<file path="config.mk">
export PLATFORM = sky130hd
export DESIGN_NAME = link_keepalive_escalation_watchdog
export DESIGN_NICKNAME = d
export VERILOG_FILES = /design/src/rtl/lkew_pkg.sv /design/src/rtl/link_keepalive_escalation_watchdog.sv
export SDC_FILE = /design/constraint.sdc
export NUM_CORES = 1
export LEC_CHECK = 0
export BUFFER_PORTS_ARGS = -buffer_cell sky130_fd_sc_hd__clkbuf_2
export CAP_MARGIN = 0
export CORE_MARGIN = 5
export CORE_UTILIZATION = 35
export DETAILED_ROUTE_END_ITERATION = 8
export SLEW_MARGIN = 10
export SYNTH_ARGS = -nofsm -noshare
export SYNTH_HDL_FRONTEND = slang
export SYNTH_SLANG_ARGS = --single-unit
</file>
<file path="constraint.sdc">
create_clock -name clk_i -period 18.1 [get_ports clk_i]
set_input_delay 2.715 -clock clk_i [delete_from_list [all_inputs] [get_ports clk_i]]
set_output_delay 2.715 -clock clk_i [all_outputs]
set_load 0.05 [all_outputs]
</file>
<file path="src/rtl/lkew_pkg.sv">
// Shared types and constants for the link keepalive escalation watchdog.
`timescale 1ns / 1ps
`default_nettype none

package lkew_pkg;

  // Field widths
  localparam int unsigned TimeW     = 32;
  localparam int unsigned LimitW    = 17;
  localparam int unsigned CountW    = 8;
  localparam int unsigned CfgAddrW  = 3;
  localparam int unsigned CfgDataW  = LimitW;

  // Input word: uptime, list_empty, newest_live_time, fast_pair_active,
  // hold_released, clear_request, zero filled to whole bytes
  localparam int unsigned InFieldsW = 2 * TimeW + 4;
  localparam int unsigned InDataW   = ((InFieldsW + 7) / 8) * 8;

  // Output word: action, release_hold, zero filled to a byte
  localparam int unsigned OutFieldsW = 3;
  localparam int unsigned OutDataW   = 8;

  // Register reset values
  localparam logic              RoleIsApRst    = 1'b1;
  localparam logic [LimitW-1:0] ApSilenceRst   = LimitW'(1200);
  localparam logic [CountW-1:0] ApRebootRst    = CountW'(6);
  localparam logic [LimitW-1:0] CpeSilenceRst  = LimitW'(600);
  localparam logic [CountW-1:0] CpeRebootRst   = CountW'(6);
  localparam logic [CountW-1:0] FastHoldRst    = CountW'(180);

  // Configuration register indexes
  typedef enum logic [CfgAddrW-1:0] {
    CFG_ROLE_IS_AP     = 3'd0,
    CFG_AP_SILENCE     = 3'd1,
    CFG_AP_REBOOT      = 3'd2,
    CFG_CPE_SILENCE    = 3'd3,
    CFG_CPE_REBOOT     = 3'd4,
    CFG_FAST_HOLD      = 3'd5
  } cfg_idx_e;

  // Action codes
  typedef enum logic [1:0] {
    ACT_NONE   = 2'd0,
    ACT_RELOAD = 2'd1,
    ACT_REBOOT = 2'd2
  } act_e;

endpackage

`default_nettype wire

</file>
<file path="src/rtl/link_keepalive_escalation_watchdog.sv">
// Top level of the link keepalive escalation watchdog: tick register, decision logic, result register.
`timescale 1ns / 1ps
`default_nettype none

// One tick word per cycle while the result side takes words: the tick is captured in an input
// register, and the decision and the state update (silence timer, reload count, hold counter)
// are made from it and land in the result register. The only loop is the state update itself,
// which closes through the state registers alone, so a tick may be accepted every cycle while
// the result side takes words. Configuration writes take effect at the next edge and are meant
// for idle periods. action is 0 none, 1 reload wifi, 2 reboot device; release_hold asks that
// the fast pairing hold be released.
module link_keepalive_escalation_watchdog
  import lkew_pkg::*;
(
  input  wire logic                clk_i,
  input  wire logic                rst_ni,
  // Configuration write port
  input  wire logic                cfg_we_i,
  input  wire logic [CfgAddrW-1:0] cfg_addr_i,
  input  wire logic [CfgDataW-1:0] cfg_wdata_i,
  // Tick stream
  input  wire logic                s_axis_tvalid_i,
  output logic                     s_axis_tready_o,
  // [31:0] uptime_seconds, [32] list_empty, [64:33] newest_live_time,
  // [65] fast_pair_active, [66] hold_released, [67] clear_request, [71:68] zero
  input  wire logic [InDataW-1:0]  s_axis_tdata_i,
  // Result stream
  output logic                     m_axis_tvalid_o,
  input  wire logic                m_axis_tready_i,
  // [1:0] action, [2] release_hold, [7:3] zero
  output logic [OutDataW-1:0]      m_axis_tdata_o
);

  // Configuration registers
  logic              role_is_ap_q;
  logic [LimitW-1:0] ap_silence_q;
  logic [CountW-1:0] ap_reboot_q;
  logic [LimitW-1:0] cpe_silence_q;
  logic [CountW-1:0] cpe_reboot_q;
  logic [CountW-1:0] fast_hold_q;

  always_ff @(posedge clk_i or negedge rst_ni) begin
    if (!rst_ni) begin
      role_is_ap_q  <= RoleIsApRst;
      ap_silence_q  <= ApSilenceRst;
      ap_reboot_q   <= ApRebootRst;
      cpe_silence_q <= CpeSilenceRst;
      cpe_reboot_q  <= CpeRebootRst;
      fast_hold_q   <= FastHoldRst;
    end else if (cfg_we_i) begin
      unique case (cfg_addr_i)
        CFG_ROLE_IS_AP:  role_is_ap_q  <= cfg_wdata_i[0];
        CFG_AP_SILENCE:  ap_silence_q  <= cfg_wdata_i;
        CFG_AP_REBOOT:   ap_reboot_q   <= cfg_wdata_i[CountW-1:0];
        CFG_CPE_SILENCE: cpe_silence_q <= cfg_wdata_i;
        CFG_CPE_REBOOT:  cpe_reboot_q  <= cfg_wdata_i[CountW-1:0];
        CFG_FAST_HOLD:   fast_hold_q   <= cfg_wdata_i[CountW-1:0];
        default: ;
      endcase
    end
  end

  // Pipeline handshake: the input stage moves on when the result register frees up
  logic                   in_valid_q;
  logic [InFieldsW-1:0]   in_data_q;
  logic                   out_valid_q;
  logic [OutFieldsW-1:0]  out_data_q;
  logic                   advance;

  assign advance         = in_valid_q && (!out_valid_q || m_axis_tready_i);
  assign s_axis_tready_o = !in_valid_q || advance;

  always_ff @(posedge clk_i or negedge rst_ni) begin
    if (!rst_ni) begin
      in_valid_q <= 1'b0;
    end else if (s_axis_tready_o) begin
      in_valid_q <= s_axis_tvalid_i;
    end
  end

  // Capture the tick word
  always_ff @(posedge clk_i) begin
    if (s_axis_tready_o && s_axis_tvalid_i) begin
      in_data_q <= s_axis_tdata_i[InFieldsW-1:0];
    end
  end

  // Unpack the registered tick
  logic [TimeW-1:0] now;
  logic             list_empty;
  logic [TimeW-1:0] newest;
  logic             fast_active;
  logic             released;
  logic             clear_req;

  assign now         = in_data_q[TimeW-1:0];
  assign list_empty  = in_data_q[TimeW];
  assign newest      = in_data_q[2*TimeW:TimeW+1];
  assign fast_active = in_data_q[2*TimeW+1];
  assign released    = in_data_q[2*TimeW+2];
  assign clear_req   = in_data_q[2*TimeW+3];

  // Watchdog state
  logic [TimeW-1:0]  last_act_q, last_act_d;
  logic [CountW-1:0] reload_cnt_q, reload_cnt_d;
  logic [CountW-1:0] hold_cnt_q, hold_cnt_d;
  act_e              action;
  logic              release_hold;

  // Role thresholds and silence arithmetic
  logic [LimitW-1:0] limit;
  logic [CountW-1:0] boot;
  logic [TimeW-1:0]  last_base;
  logic [TimeW-1:0]  quiet;
  logic [CountW-1:0] reload_inc;

  assign limit      = role_is_ap_q ? ap_silence_q : cpe_silence_q;
  assign boot       = role_is_ap_q ? ap_reboot_q : cpe_reboot_q;
  assign last_base  = (last_act_q == '0) ? now : last_act_q;
  assign quiet      = now - last_base;
  assign reload_inc = reload_cnt_q + CountW'(1);

  // Decide the tick
  always_comb begin
    last_act_d   = last_act_q;
    reload_cnt_d = reload_cnt_q;
    hold_cnt_d   = hold_cnt_q;
    action       = ACT_NONE;
    release_hold = 1'b0;
    if (clear_req) begin
      last_act_d   = '0;
      reload_cnt_d = '0;
    end else begin
      last_act_d = last_base;
      if (fast_active && !released) begin
        // hold pairing: count ticks, release past the limit
        if (hold_cnt_q > fast_hold_q) begin
          release_hold = 1'b1;
          hold_cnt_d   = CountW'(1);
        end else begin
          hold_cnt_d = hold_cnt_q + CountW'(1);
        end
      end else begin
        hold_cnt_d = '0;
        if (!list_empty && (newest > last_base)) begin
          // fresh keepalive: restart timer, drop escalation
          last_act_d   = newest;
          reload_cnt_d = '0;
        end else if (quiet > TimeW'(limit)) begin
          // silence too long: escalate
          last_act_d = now;
          if (reload_inc == boot) begin
            reload_cnt_d = '0;
            action       = ACT_REBOOT;
          end else begin
            reload_cnt_d = reload_inc;
            action       = ACT_RELOAD;
          end
        end
      end
    end
  end

  // Advance state once per tick
  always_ff @(posedge clk_i or negedge rst_ni) begin
    if (!rst_ni) begin
      last_act_q   <= '0;
      reload_cnt_q <= '0;
      hold_cnt_q   <= '0;
    end else if (advance) begin
      last_act_q   <= last_act_d;
      reload_cnt_q <= reload_cnt_d;
      hold_cnt_q   <= hold_cnt_d;
    end
  end

  // Result register
  always_ff @(posedge clk_i or negedge rst_ni) begin
    if (!rst_ni) begin
      out_valid_q <= 1'b0;
    end else if (!out_valid_q || m_axis_tready_i) begin
      out_valid_q <= in_valid_q;
    end
  end

  always_ff @(posedge clk_i) begin
    if (advance) begin
      out_data_q <= {release_hold, action};
    end
  end

  assign m_axis_tvalid_o = out_valid_q;
  assign m_axis_tdata_o  = {(OutDataW-OutFieldsW)'(0), out_data_q};

`ifndef SYNTH
  // A hold release never comes with an escalation
  assert property (@(posedge clk_i) disable iff (!rst_ni)
    out_valid_q |-> !(out_data_q[2] && (out_data_q[1:0] != ACT_NONE)))
    else $error("release_hold together with an action");

  // The action code stays within none, reload, reboot
  assert property (@(posedge clk_i) disable iff (!rst_ni)
    out_valid_q |-> (out_data_q[1:0] != 2'd3))
    else $error("invalid action code");

  // A reboot restarts the escalation count
  assert property (@(posedge clk_i) disable iff (!rst_ni)
    (advance && (action == ACT_REBOOT)) |=> (reload_cnt_q == '0))
    else $error("reload count not cleared after reboot");

  // A clear request zeroes timer and count
  assert property (@(posedge clk_i) disable iff (!rst_ni)
    (advance && clear_req) |=> ((last_act_q == '0) && (reload_cnt_q == '0)))
    else $error("clear request did not reset the watchdog");
`endif

endmodule

`default_nettype wire
</file>
# Word level (Yosys, flattened, before mapping)

Cells that the tools add are included.

Bits in registers: 180
Bits of input ports: 97
Output and inout port bits: 10
Logic and storage cells: 69

$add $sub $neg: 3
Magnitude comparators: 3
Equal/unequal tests: 7
Multiplexer cells: 16
Bitwise operators: 3
Reductions and logical operators: 23

Operators by type and width:

| operator                                       | number |
|---|---|
| two-way mux 32 bit                             | 5 |
| two-way mux 8 bit                              | 8 |
| greater-than comparator 32 x 17 -> 1 bit       | 1 |
| greater-than comparator 32 bit                 | 1 |
| zero test 32 bit                               | 1 |
| subtractor 32 bit                              | 1 |
| two-way mux 17 bit                             | 1 |
| adder 8 x 1 -> 8 bit (second input constant)   | 2 |
| AND reduction 2 bit                            | 7 |
| == test 8 bit                                  | 1 |
| greater-than comparator 8 bit                  | 1 |
| == test 3 x 2 -> 1 bit (second input constant) | 2 |
| == test 3 bit (second input constant)          | 2 |
| logical AND 1 bit                              | 4 |
| zero test 1 bit                                | 4 |
| OR reduction 4 bit                             | 1 |
| == test 3 x 1 -> 1 bit (second input constant) | 1 |
| zero test 3 bit                                | 1 |
| NOT 1 bit                                      | 3 |
| AND reduction 3 bit                            | 1 |
| nonzero test 3 bit                             | 1 |
| logical OR 1 bit                               | 2 |
| two-way mux 2 bit                              | 1 |
| != test 2 bit (second input constant)          | 1 |
| 2 further kinds                                | 2 |

# Longest topological paths before layout

Gate-level depths: netlist of the first run.

Word-level depth: 8
Mapped depth: 29
Depth with buffers taken out: 25

# Least setup slack after synthesis of the first run

No wires, ideal clock.

Path type: flip-flop to flip-flop
From: reg last_act_q[4]
To: reg last_act_q[0]
Library setup time: 0.132 ns
Arrival: 5.918 ns
Data required time: 17.968 ns
Slack: 12.050 ns
Cell stages (with the launch flop): 27
Buffers on the path: 5
Period minus slack after synthesis: 6.050 ns
Cell sequence: dfrtp_1 buf_2 nor4_1 nand4_1 nor2_4 buf_2 buf_1 a21oi_1 ha_1 and2_1 nand2_1 nor2_1 and4b_1 a211oi_1 xnor2_1 ha_1 nand4_1 or3_1 nor4_1 nor3_1 or4b_4 nor4_4 and3_1 buf_4 buf_6 mux2i_1 o21ai_1

Word-level cells in the longest chain between the ends: 8
Elaborated cells between the ends (all ways): 10
Classes of those cells: add/sub (1); order compare (2); mux (5); reduce/logical (2)

Ends and longest elaborated chain:

| item                                     | RTL line                                  | source |
|---|---|---|
| start, declared                          | link_keepalive_escalation_watchdog.sv:104 | `logic [TimeW-1:0] last_act_q, last_act_d;` |
| start signal, assigned                   | link_keepalive_escalation_watchdog.sv:171 | `last_act_q <= last_act_d;` |
| zero test 32 bit                         | link_keepalive_escalation_watchdog.sv:119 | `assign last_base = (last_act_q == '0) ? now : last_act_q;` |
| two-way mux 32 bit *                     | link_keepalive_escalation_watchdog.sv:119 |  |
| subtractor 32 bit                        | link_keepalive_escalation_watchdog.sv:120 | `assign quiet = now - last_base;` |
| greater-than comparator 32 x 17 -> 1 bit | link_keepalive_escalation_watchdog.sv:149 | `end else if (quiet > TimeW'(limit)) begin` |
| two-way mux 32 bit                       | link_keepalive_escalation_watchdog.sv:149 |  |
| two-way mux 32 bit                       | link_keepalive_escalation_watchdog.sv:145 | `if (!list_empty && (newest > last_base)) begin` |
| two-way mux 32 bit *                     | link_keepalive_escalation_watchdog.sv:135 | `if (fast_active && !released) begin` |
| two-way mux 32 bit *                     | link_keepalive_escalation_watchdog.sv:130 | `if (clear_req) begin` |

Every way passes the cells marked *; elsewhere a longest branch is shown, timed or not.
A chain may end at the register's enable or synchronous reset.

# Final worst setup path of the first run

From: reg last_act_q[8]
To: reg reload_cnt_q[0]

Word-level cells in the longest chain between the ends: 7
Elaborated cells between the ends (all ways): 11
Classes of those cells: add/sub (1); order compare (2); mux (4); reduce/logical (4)

Ends and longest elaborated chain:

| item                                                      | RTL line                                  | source |
|---|---|---|
| zero test 32 bit                                          | link_keepalive_escalation_watchdog.sv:119 |  |
| two-way mux 32 bit *                                      | link_keepalive_escalation_watchdog.sv:119 |  |
| branches (longest 5 deep; another with subtractor 32 bit) | -                                         |  |
| end signal, assigned                                      | link_keepalive_escalation_watchdog.sv:172 | `reload_cnt_q <= reload_cnt_d;` |
| end, declared                                             | link_keepalive_escalation_watchdog.sv:105 | `logic [CountW-1:0] reload_cnt_q, reload_cnt_d;` |

Every way passes the cells marked *. The select of a mux whose other input is x is not followed.

==> impl_metrics.yaml, run 1 <==
worst_setup_path:
  crit_fanout: 33
  critPathTopFamily: "simple AND/OR/NAND/NOR gates"
  critPathMaxStageDelay_ps: 540
  worst-r2r-cell-count: 23
  crit_type: "reg2reg"
  critical_path_buf_inv_count: 2
  critPathArrivalTime_ps: 8190
  worstReg2RegStart: "last_act_q[8]"
  worstPathRequired_ps: 18430
  cp-start-kind: "flip-flop"
  cp-end-kind: "flip-flop"
  reg2reg_slack_ps: 10240
  crit_chain: "nor4_2 -> nand4_1 -> nor2_4 -> buf_4 -> a21o_1 -> ha_1 -> a21boi_0 -> o21ai_0 -> a21o_1 -> a222oi_1 -> a211oi_1 -> xnor2_1 -> ha_1 -> nand4_1 -> or3_1 -> nor4_1 -> nor3_1 -> or4b_4 -> nor4_4 -> and3_1 -> buf_4 -> nor3_2 -> mux2_1"
  critPathSlowestCell: "or4b_4"
  r2r_end: "reload_cnt_q[0]"
clocking:
  cts_resized: 0
  cts-root-buf: "clkbuf_16"
  cts_hold_buf: 0
  clkLatencyLatePin_ps: 450
  cts_buffer_depth: 2
  htree_levels: 4
  path_clk_slew_ps: 80
  post_cts_buffers: 0
  cts_buffers: 17
  cts_tree: "yes"
  clock_sinks: 180
sta:
  fin_crit_ps: 7860
  finalHoldViolCount: 0
  fmax_mhz: 127
  skew_ps: 11.9
  rsz0062_at_grt: "no"
  setup_viol: 0
  slew_violations: 0
  post-route-worst-setup-slack_ps: 10240
  tns_ps: 0
  slew_headroom_pct: 18.5
  worst-slew-pin-transition_ps: 1210
  fin_crit_sh_pct: 43.4
floorplanning:
  fp-row-count: 68
  die_h_um: 196
  num_io_pins: 107
  die-area_um2: 38600
  initial_core_util_pct: 35.4
  fp.dieW_um: 196
  coreArea_um2: 34400
power:
  p_int_uw: 891
  power_density_nw_per_um2: 105
  seq_power_share_pct: 38.8
  power.share.clock_pct: 26.0
  swShare_pct: 37.6
  combPwrFrac_pct: 35.2
  p_leak_uw: 0.00554
  p_sw_uw: 537
  vdd_drop_max_mv: 0.0735
synth:
  yosys-top-cells-area: "dfrtp_1 (19%), edfxtp_1 (18%), ha_1 (7.1%), mux2_2 (5.7%), a21oi_1 (4.2%)"
  synth_cell_types: 90
  synthArstFlopShare_pct: 60.6
  synth_seq_area_share_pct: 40.2
  synth_ff_type: "dfrtp_1"
  synth-edff-count: 71
  synth_seq_cells: 180
  synth_top_area_share_pct: 18.9
  syn_inst: 1249
  yosys_warnings: 0
  syn_area_per_cell_um2: 9.73
  synth_area_um2: 12200
  yosys.area.top_type: "dfrtp_1"
status:
  outcome: "complete, no violations"
routing:
  wl_per_cell_um: 19.5
  avgViaCountPerCell: 5.72
  drc: 0
  ant_nets: 0
  num_vias: 10200
  first_pass_iters: 7
  routed_wl_um: 34600
  drtIter0Drc: 1040
worst_hold_path:
  hold_path.class: "reg2reg"
  hold_end: "m_axis_tvalid_o"
  holdPathStages: 1
  worstHoldStart: "in_valid_q"
place:
  post-place-ws_ps: 10280
  port_buffers: 97
  gp_congestion: 0.905
  hpwl_um: 25800
global_route:
  antenna_found_initial: 0
  grt_first_pass_wirelength_um: 55100
  grt_max_degree: 76
  grt_use_total_pct: 17.8
  grt_pass1_vias: 9921
  grt.overflow.total: 0
cells_and_area:
  area_growth_pct: 11.7
  n_fill_cell: 3432
  mostFrequentLayoutCells: "a21oi_1 (103), nand2_1 (102), clkbuf_2 (96)"
  layout-drive-gt1-share_pct: 18.4
  layout_commonest_cell: "a21oi_1"
  fin_nets: 1476
  n_antenna_cell: 0
run:
  maxCapViolations: 0
[power by group through the flow]
stage	Sequential [uW]	Combinational (uW)	Clock [uW]
2_1_floorplan	526	392	0
3_3_place_gp	558	490	0
3_5_place_dp	562	498	0
4_1_cts	553	501	381
5_1_grt	563	562	397
6_report	554	503	371
[per-stage QoR]
stage / util (%) / cells / instance area, um2 / hold WS (ps) / total power, uW
2_1_floorplan: - / 1253 / 12200 / 457 / 917
3_3_place_gp: 37.8 / 1746 / 13000 / 468 / 1050
3_5_place_dp: 37.8 / 1746 / 13000 / 477 / 1060
4_1_cts: 39.5 / 1778 / 13600 / 494 / 1440
5_1_grt: 39.5 / 1778 / 13600 / 516 / 1520
6_report: 39.5 / 1778 / 13600 / 487 / 1430
[final cells by class]
cell class / count / area, um2 / area share (%)
multi-input combinational: 972 / 6860 / 50.6
clock buffer: 19 / 453 / 3.34
timing repair buffer: 106 / 556 / 4.09
inverter: 33 / 124 / 0.913
clock inverter: 13 / 128 / 0.940
sequential: 180 / 4880 / 36.0
tap: 455 / 569 / 4.19
[kinds of logic (layout without fill, tap and decap cells)]
logic type / count (synthesis) / after routing / synth area share [%]
adder cells (fa/ha/maj): 74 / 74 / 7.53
multiplexers: 92 / 92 / 8.21
other: 1 / 5 / 0.0309
buffers and inverters: 101 / 171 / 3.59
flip-flops: 180 / 180 / 40.2
AO/OA/AOI/OAI: 386 / 386 / 21.2
AND/OR/NAND/NOR: 362 / 362 / 15.4
XOR/XNOR: 53 / 53 / 3.82
[metal layers]
| metal | wire length (um) | vias up | track usage [%] |
|---|---|---|---|
| met5 | 0 | - | 0 |
| met4 | 635 | 0 | 5.07 |
| met3 | 2110 | 44 | 3.30 |
| met2 | 15100 | 374 | 26.6 |
| met1 | 16800 | 4882 | 26.3 |
| li1 | - | 4879 | - |
[worst register-to-register path, stage by stage, from the launching register on]
cell and delay, ps:
dfrtp_1 500, nor4_2 440, nand4_1 420, nor2_4 530, buf_4 410, a21o_1 270
ha_1 240, a21boi_0 100, o21ai_0 320, a21o_1 190, a222oi_1 160, a211oi_1 520
xnor2_1 180, ha_1 360, nand4_1 80, or3_1 410, nor4_1 490, nor3_1 120
or4b_4 540, nor4_4 330, and3_1 200, buf_4 420, nor3_2 210, mux2_1 310
[worst max path at each step]
| stage | slack, ps | endpoint | startpoint | cells past startpoint |
|---|---|---|---|---|
| 2_1_floorplan | 12050 | last_act_q[0] | last_act_q[4] | 26 |
| 3_3_place_gp | 10280 | reload_cnt_q[0] | last_act_q[8] | 23 |
| 3_5_place_dp | 10280 | reload_cnt_q[0] | last_act_q[8] | 23 |
| 4_1_cts | 10260 | reload_cnt_q[0] | last_act_q[8] | 23 |
| 5_1_grt | 9790 | reload_cnt_q[0] | last_act_q[4] | 26 |
| 6_report | 10240 | reload_cnt_q[0] | last_act_q[8] | 23 |
[flip-flops by register name, summed over array words and instances, names as in the netlist, 3 cells and up]
register and flops:
ap_reboot_q 8, ap_silence_q 17, cpe_reboot_q 8, cpe_silence_q 17
fast_hold_q 8, hold_cnt_q 8, in_data_q 68, last_act_q 32
out_data_q 3, reload_cnt_q 8
[synthesized netlist by cell type (5+ instances only)]
library cell and count:
o21ai_0 63, edfxtp_1 71, inv_1 33, o21bai_1 5
mux2i_1 30, nor2b_1 27, xnor2_1 31, o21a_1 8
and2_1 7, o31ai_1 39, a22oi_1 5, a221oi_1 8
or3_1 8, and4_1 9, nand3_1 30, buf_4 6
nor3_1 11, o22ai_1 7, or2_2 5, xor2_1 22
buf_1 5, and3_1 8, a32oi_1 23, a211o_1 5
ha_1 69, dfrtp_1 92, o21ai_1 10, a21oi_1 103
mux2_2 61, a31oi_1 19, nand4_1 19, nand2b_1 26
o211ai_1 7, a21boi_0 5, buf_2 10, nand2_1 102
a211oi_1 7, nor2_1 72, clkbuf_1 44, a22o_1 5
nor4_1 19, dfstp_2 17, a21o_1 19
Power figures use the tool's default switching activity.
==> run 2: changes to the inputs <==
clock period = 8.1 ns   (was 18.1 ns; I/O delays follow)
==> impl_metrics.yaml, run 2 (synthesized netlist as in run 1, its figures left out) <==
routing:
  num_vias: 10300
  routed_wl_um: 34500
  ant_nets: 0
  first_pass_iters: 5
  avgViaCountPerCell: 5.74
  wl_per_cell_um: 19.3
  drc: 0
  drtIter0Drc: 975
global_route:
  grt_pass1_vias: 9927
  grt_use_total_pct: 17.9
  grt_first_pass_wirelength_um: 55400
  antenna_found_initial: 0
  grt_max_degree: 77
  grt.overflow.total: 0
clocking:
  clock_sinks: 180
  path_clk_slew_ps: 80
  cts_hold_buf: 0
  cts_buffer_depth: 2
  cts_buffers: 17
  cts-root-buf: "clkbuf_16"
  cts_resized: 0
  cts_tree: "yes"
  clkLatencyLatePin_ps: 450
  htree_levels: 4
  post_cts_buffers: 0
sta:
  slew_headroom_pct: 21.9
  worst-slew-pin-transition_ps: 1160
  setup_viol: 0
  tns_ps: 0
  finalHoldViolCount: 0
  slew_violations: 0
  fin_crit_ps: 7360
  skew_ps: 14.5
  fmax_mhz: 136
  fin_crit_sh_pct: 90.8
  rsz0062_at_grt: "no"
power:
  power_density_nw_per_um2: 236
  power_uw: 3220
  vdd_drop_max_mv: 0.160
  p_leak_uw: 0.00559
worst_setup_path:
  crit_type: "reg2reg"
  critPathArrivalTime_ps: 7720
  cp-end-kind: "flip-flop"
  worstPathRequired_ps: 8460
  cp-start-kind: "flip-flop"
  crit_fanout: 21
cells_and_area:
  largest_reg_flops: 68
  layout_commonest_cell: "a21oi_1"
  top_register: "in_data_q"
  reg_top3: "in_data_q: 68 flops, last_act_q: 32 flops"
  final_util_pct: 39.7
  n_fill_cell: 3382
  n_antenna_cell: 0
  instances_no_fill: 1786
  mostFrequentLayoutCells: "a21oi_1 (103), nand2_1 (102), clkbuf_2 (96)"
  design_area_um2: 13600
  multi_input_area_um2: 6860
  fin_nets: 1484
  area_growth_pct: 12.2
  layout-drive-gt1-share_pct: 18.9
  seq_area_um2: 4880
floorplanning:
  coreArea_um2: 34400
  fp.dieW_um: 196
  initial_core_util_pct: 35.4
  die_h_um: 196
  die-area_um2: 38600
  fp-row-count: 68
  num_io_pins: 107
run:
  maxCapViolations: 0
worst_hold_path:
  hold_path.class: "reg2reg"
place:
  gp_congestion: 0.909
  hpwl_um: 26000
  port_buffers: 97
  dp.cells: 1754
  dpl_cell_area_um2: 13000
status:
  outcome: "complete, no violations"
[run 2: cell types whose count changed in the layout (fill, tap and decap cells not counted), sizes merged]
cell,previous run,this run
buf,10,18
bufinv,0,1
clkinv,4,2
inv,41,42
[run 2: final cells by class]
cell class	instances	area share (%)
Multi-Input combinational cell	972	50.3
Sequential cell	180	35.8
Timing Repair Buffer	114	4.51
Tap cell	455	4.18
Clock buffer	19	3.32
Clock inverter	13	0.991
Inverter	33	0.908
[run 2: worst max-delay path, cell delays in order, from the launching register on]
cell      delay, ps
dfrtp_1         450
nor4_1          640
nand4_1         420
nor2_4          500
a21oi_1         230
ha_1            440
and2_1          230
nand2_1         110
nor2_1           50
and4b_1         170
a211oi_1        410
xnor2_1         180
ha_1            360
nand4_1          90
or3_1           400
nor4_1          460
nor3_1          120
or4b_4          540
nor4_4          350
and3_1          200
buf_4           300
buf_4           280
o31ai_1          90
a32oi_1         220
[run 2: final timing paths]
path	slack [ps]	start	endpoint	cells after the start
worst max-delay path	740	last_act_q[25]	last_act_q[22]	23
worst min-delay path	490	in_valid_q	m_axis_tvalid_o	1
worst max register to register	740	last_act_q[25]	last_act_q[22]	23
worst min register to register	490	in_valid_q	m_axis_tvalid_o	1
max in group asynchronous	5990	rst_ni	ap_silence_q[9]	2
min in group asynchronous	730	rst_ni	last_act_q[18]	1
[run 2: layer usage]
metal  up-vias  track usage, %  share of wire [%]
li1       4879               -                  -
met1      4996            26.5                 50
met2       331            26.6                 43
met3        47            3.04                4.7
met4         0            5.74                2.3
met5         -               0                  0
[run 2: report_power, final]
part,internal [uW],switching [uW],leakage [uW],total (uW)
Combinational,479,654,0.00327,1130
Clock,452,398,0.000291,850
Sequential,1090,142,0.00202,1230
[run 2: through the flow]
stage	hold slack [ps]	setup slack [ps]
final	489	742
after global placement	466	806
after detailed placement	476	787
after global routing	528	354
after CTS	494	732
after floorplan	457	2050
==> run 3: changes to the inputs <==
CELL_PAD_IN_SITES_DETAIL_PLACEMENT = 0   (was default)
CELL_PAD_IN_SITES_GLOBAL_PLACEMENT = 2   (was default)
CTS_BUF_LIST = sky130_fd_sc_hd__clkbuf_8   (was default)
PLACE_DENSITY_LB_ADDON = 0.1   (was default)
REMOVE_ABC_BUFFERS = 1   (was default)
==> impl_metrics.yaml, run 3 (synthesized netlist as in run 1, its figures left out) <==
status:
  outcome: "complete, no violations"
clocking:
  cts-root-buf: "clkbuf_8"
  path_clk_slew_ps: 110
  clock_sinks: 180
  cts_resized: 0
  clkLatencyLatePin_ps: 520
  cts_buffers: 17
  cts_tree: "yes"
  cts_buffer_depth: 2
  htree_levels: 4
  cts_hold_buf: 0
  post_cts_buffers: 0
sta:
  fin_crit_ps: 7090
  fmax_mhz: 141
  skew_ps: 23.8
  slew_violations: 0
  slew_headroom_pct: 17.7
  tns_ps: 0
  worst-slew-pin-transition_ps: 1230
  rsz0062_at_grt: "no"
  setup_viol: 0
  fin_crit_sh_pct: 87.5
  finalHoldViolCount: 0
  post-route-worst-setup-slack_ps: 1010
cells_and_area:
  reg_top3: "in_data_q: 68 flops, last_act_q: 32 flops"
  top_register: "in_data_q"
  layout-drive-gt1-share_pct: 18.8
  mostFrequentLayoutCells: "a21oi_1 (103), nand2_1 (102), clkbuf_2 (96)"
  area_growth_pct: 10.6
  fin_nets: 1486
  layout_commonest_cell: "a21oi_1"
  n_antenna_cell: 0
  largest_reg_flops: 68
worst_setup_path:
  worstReg2RegStart: "last_act_q[11]"
  worst-r2r-cell-count: 23
  r2r_end: "last_act_q[27]"
  crit_fanout: 15
  cp-end-kind: "flip-flop"
  critPathArrivalTime_ps: 7510
  worstPathRequired_ps: 8530
  reg2reg_slack_ps: 1010
  cp-start-kind: "flip-flop"
  crit_type: "reg2reg"
global_route:
  antenna_found_initial: 0
  grt_max_degree: 69
  grt_use_total_pct: 20.2
  grt_first_pass_wirelength_um: 60000
  grt_pass1_vias: 10000
  grt.overflow.total: 0
place:
  gp_congestion: 0.811
  post-place-ws_ps: 958
  hpwl_um: 29400
  port_buffers: 97
routing:
  routed_wl_um: 39300
  avgViaCountPerCell: 5.67
  drtIter0Drc: 627
  num_vias: 10100
  wl_per_cell_um: 22.0
  first_pass_iters: 5
  drc: 0
  ant_nets: 0
power:
  p_sw_uw: 1220
  vdd_drop_max_mv: 0.114
  power.share.clock_pct: 20.4
  p_int_uw: 1800
  combPwrFrac_pct: 38.5
  swShare_pct: 40.4
  p_leak_uw: 0.00549
  power_density_nw_per_um2: 224
  seq_power_share_pct: 41.1
floorplanning:
  die_h_um: 196
  coreArea_um2: 34400
  die-area_um2: 38600
  num_io_pins: 107
  fp.dieW_um: 196
  fp-row-count: 68
  initial_core_util_pct: 35.4
worst_hold_path:
  holdPathStages: 1
  worstHoldStart: "cpe_silence_q[0]"
  hold_path.class: "reg2reg"
  hold_end: "cpe_silence_q[0]"
run:
  maxCapViolations: 0
[run 3: changes by cell type in the layout (fill, tap and decap cells not counted), sizes merged]
cell / change
buf: +2
bufinv: -1
clkbuf: -2
clkinv: +4
clkinvlp: +1
inv: -2
[run 3: layer usage]
layer / global-route usage (%) / wire (um)
met5: 0 / 0
met4: 4.45 / 512
met3: 3.40 / 1880
met2: 30.8 / 17400
met1: 30.1 / 19500
[run 3: worst max-delay path by stage]
stage / from / to / slack, ps / cells past startpoint
after floorplan: last_act_q[5] / last_act_q[11] / 1480 / 24
after detailed placement: last_act_q[11] / last_act_q[26] / 960 / 23
after global routing: last_act_q[11] / last_act_q[29] / 500 / 23
final: last_act_q[11] / last_act_q[27] / 1010 / 23
after CTS: last_act_q[11] / last_act_q[29] / 880 / 23
after global placement: last_act_q[11] / last_act_q[16] / 1020 / 23
[run 3: power by group through the flow]
| stage | combinational, uW | clock (uW) | sequential, uW |
|---|---|---|---|
| global route | 1300 | 673 | 1260 |
| floorplan | 824 | 0 | 1210 |
| finish | 1160 | 614 | 1240 |
| global placement | 1160 | 0 | 1250 |
| detailed placement | 1160 | 0 | 1260 |
| CTS | 1170 | 640 | 1240 |
[run 3: layout make-up]
cell class,instances,area [um2]
tap,455,569
fill,3514,20900
clock inverter,15,143
timing repair buffer,116,631
inverter,33,124
clock buffer,17,234
multi-input combinational,972,6860
sequential,180,4880
[run 3: worst max-delay path: stages (launching register included)]
cell,delay [ps]
dfrtp_1,540
nor4_2,430
nand4_1,420
nor2_4,350
a21o_1,250
ha_1,240
a21boi_0,90
o21ai_0,270
a21o_1,180
a222oi_1,170
a211oi_1,570
xnor2_1,180
ha_1,360
nand4_1,70
or3_1,400
nor4_1,300
buf_4,180
nor3_1,60
or4b_4,530
nor4_4,300
and3_1,440
buf_4,340
o31ai_1,110
a32oi_1,210
[run 3: stage by stage]
step / utilization, % / area (um2) / power (uW) / std cells / hold WS [ps]
2_1_floorplan: - / 11900 / 2030 / 1185 / 457
3_3_place_gp: 38.0 / 13100 / 2420 / 1756 / 483
3_5_place_dp: 38.0 / 13100 / 2420 / 1756 / 489
4_1_cts: 39.1 / 13400 / 3050 / 1788 / 515
5_1_grt: 39.1 / 13400 / 3230 / 1788 / 521
6_report: 39.1 / 13400 / 3010 / 1788 / 512
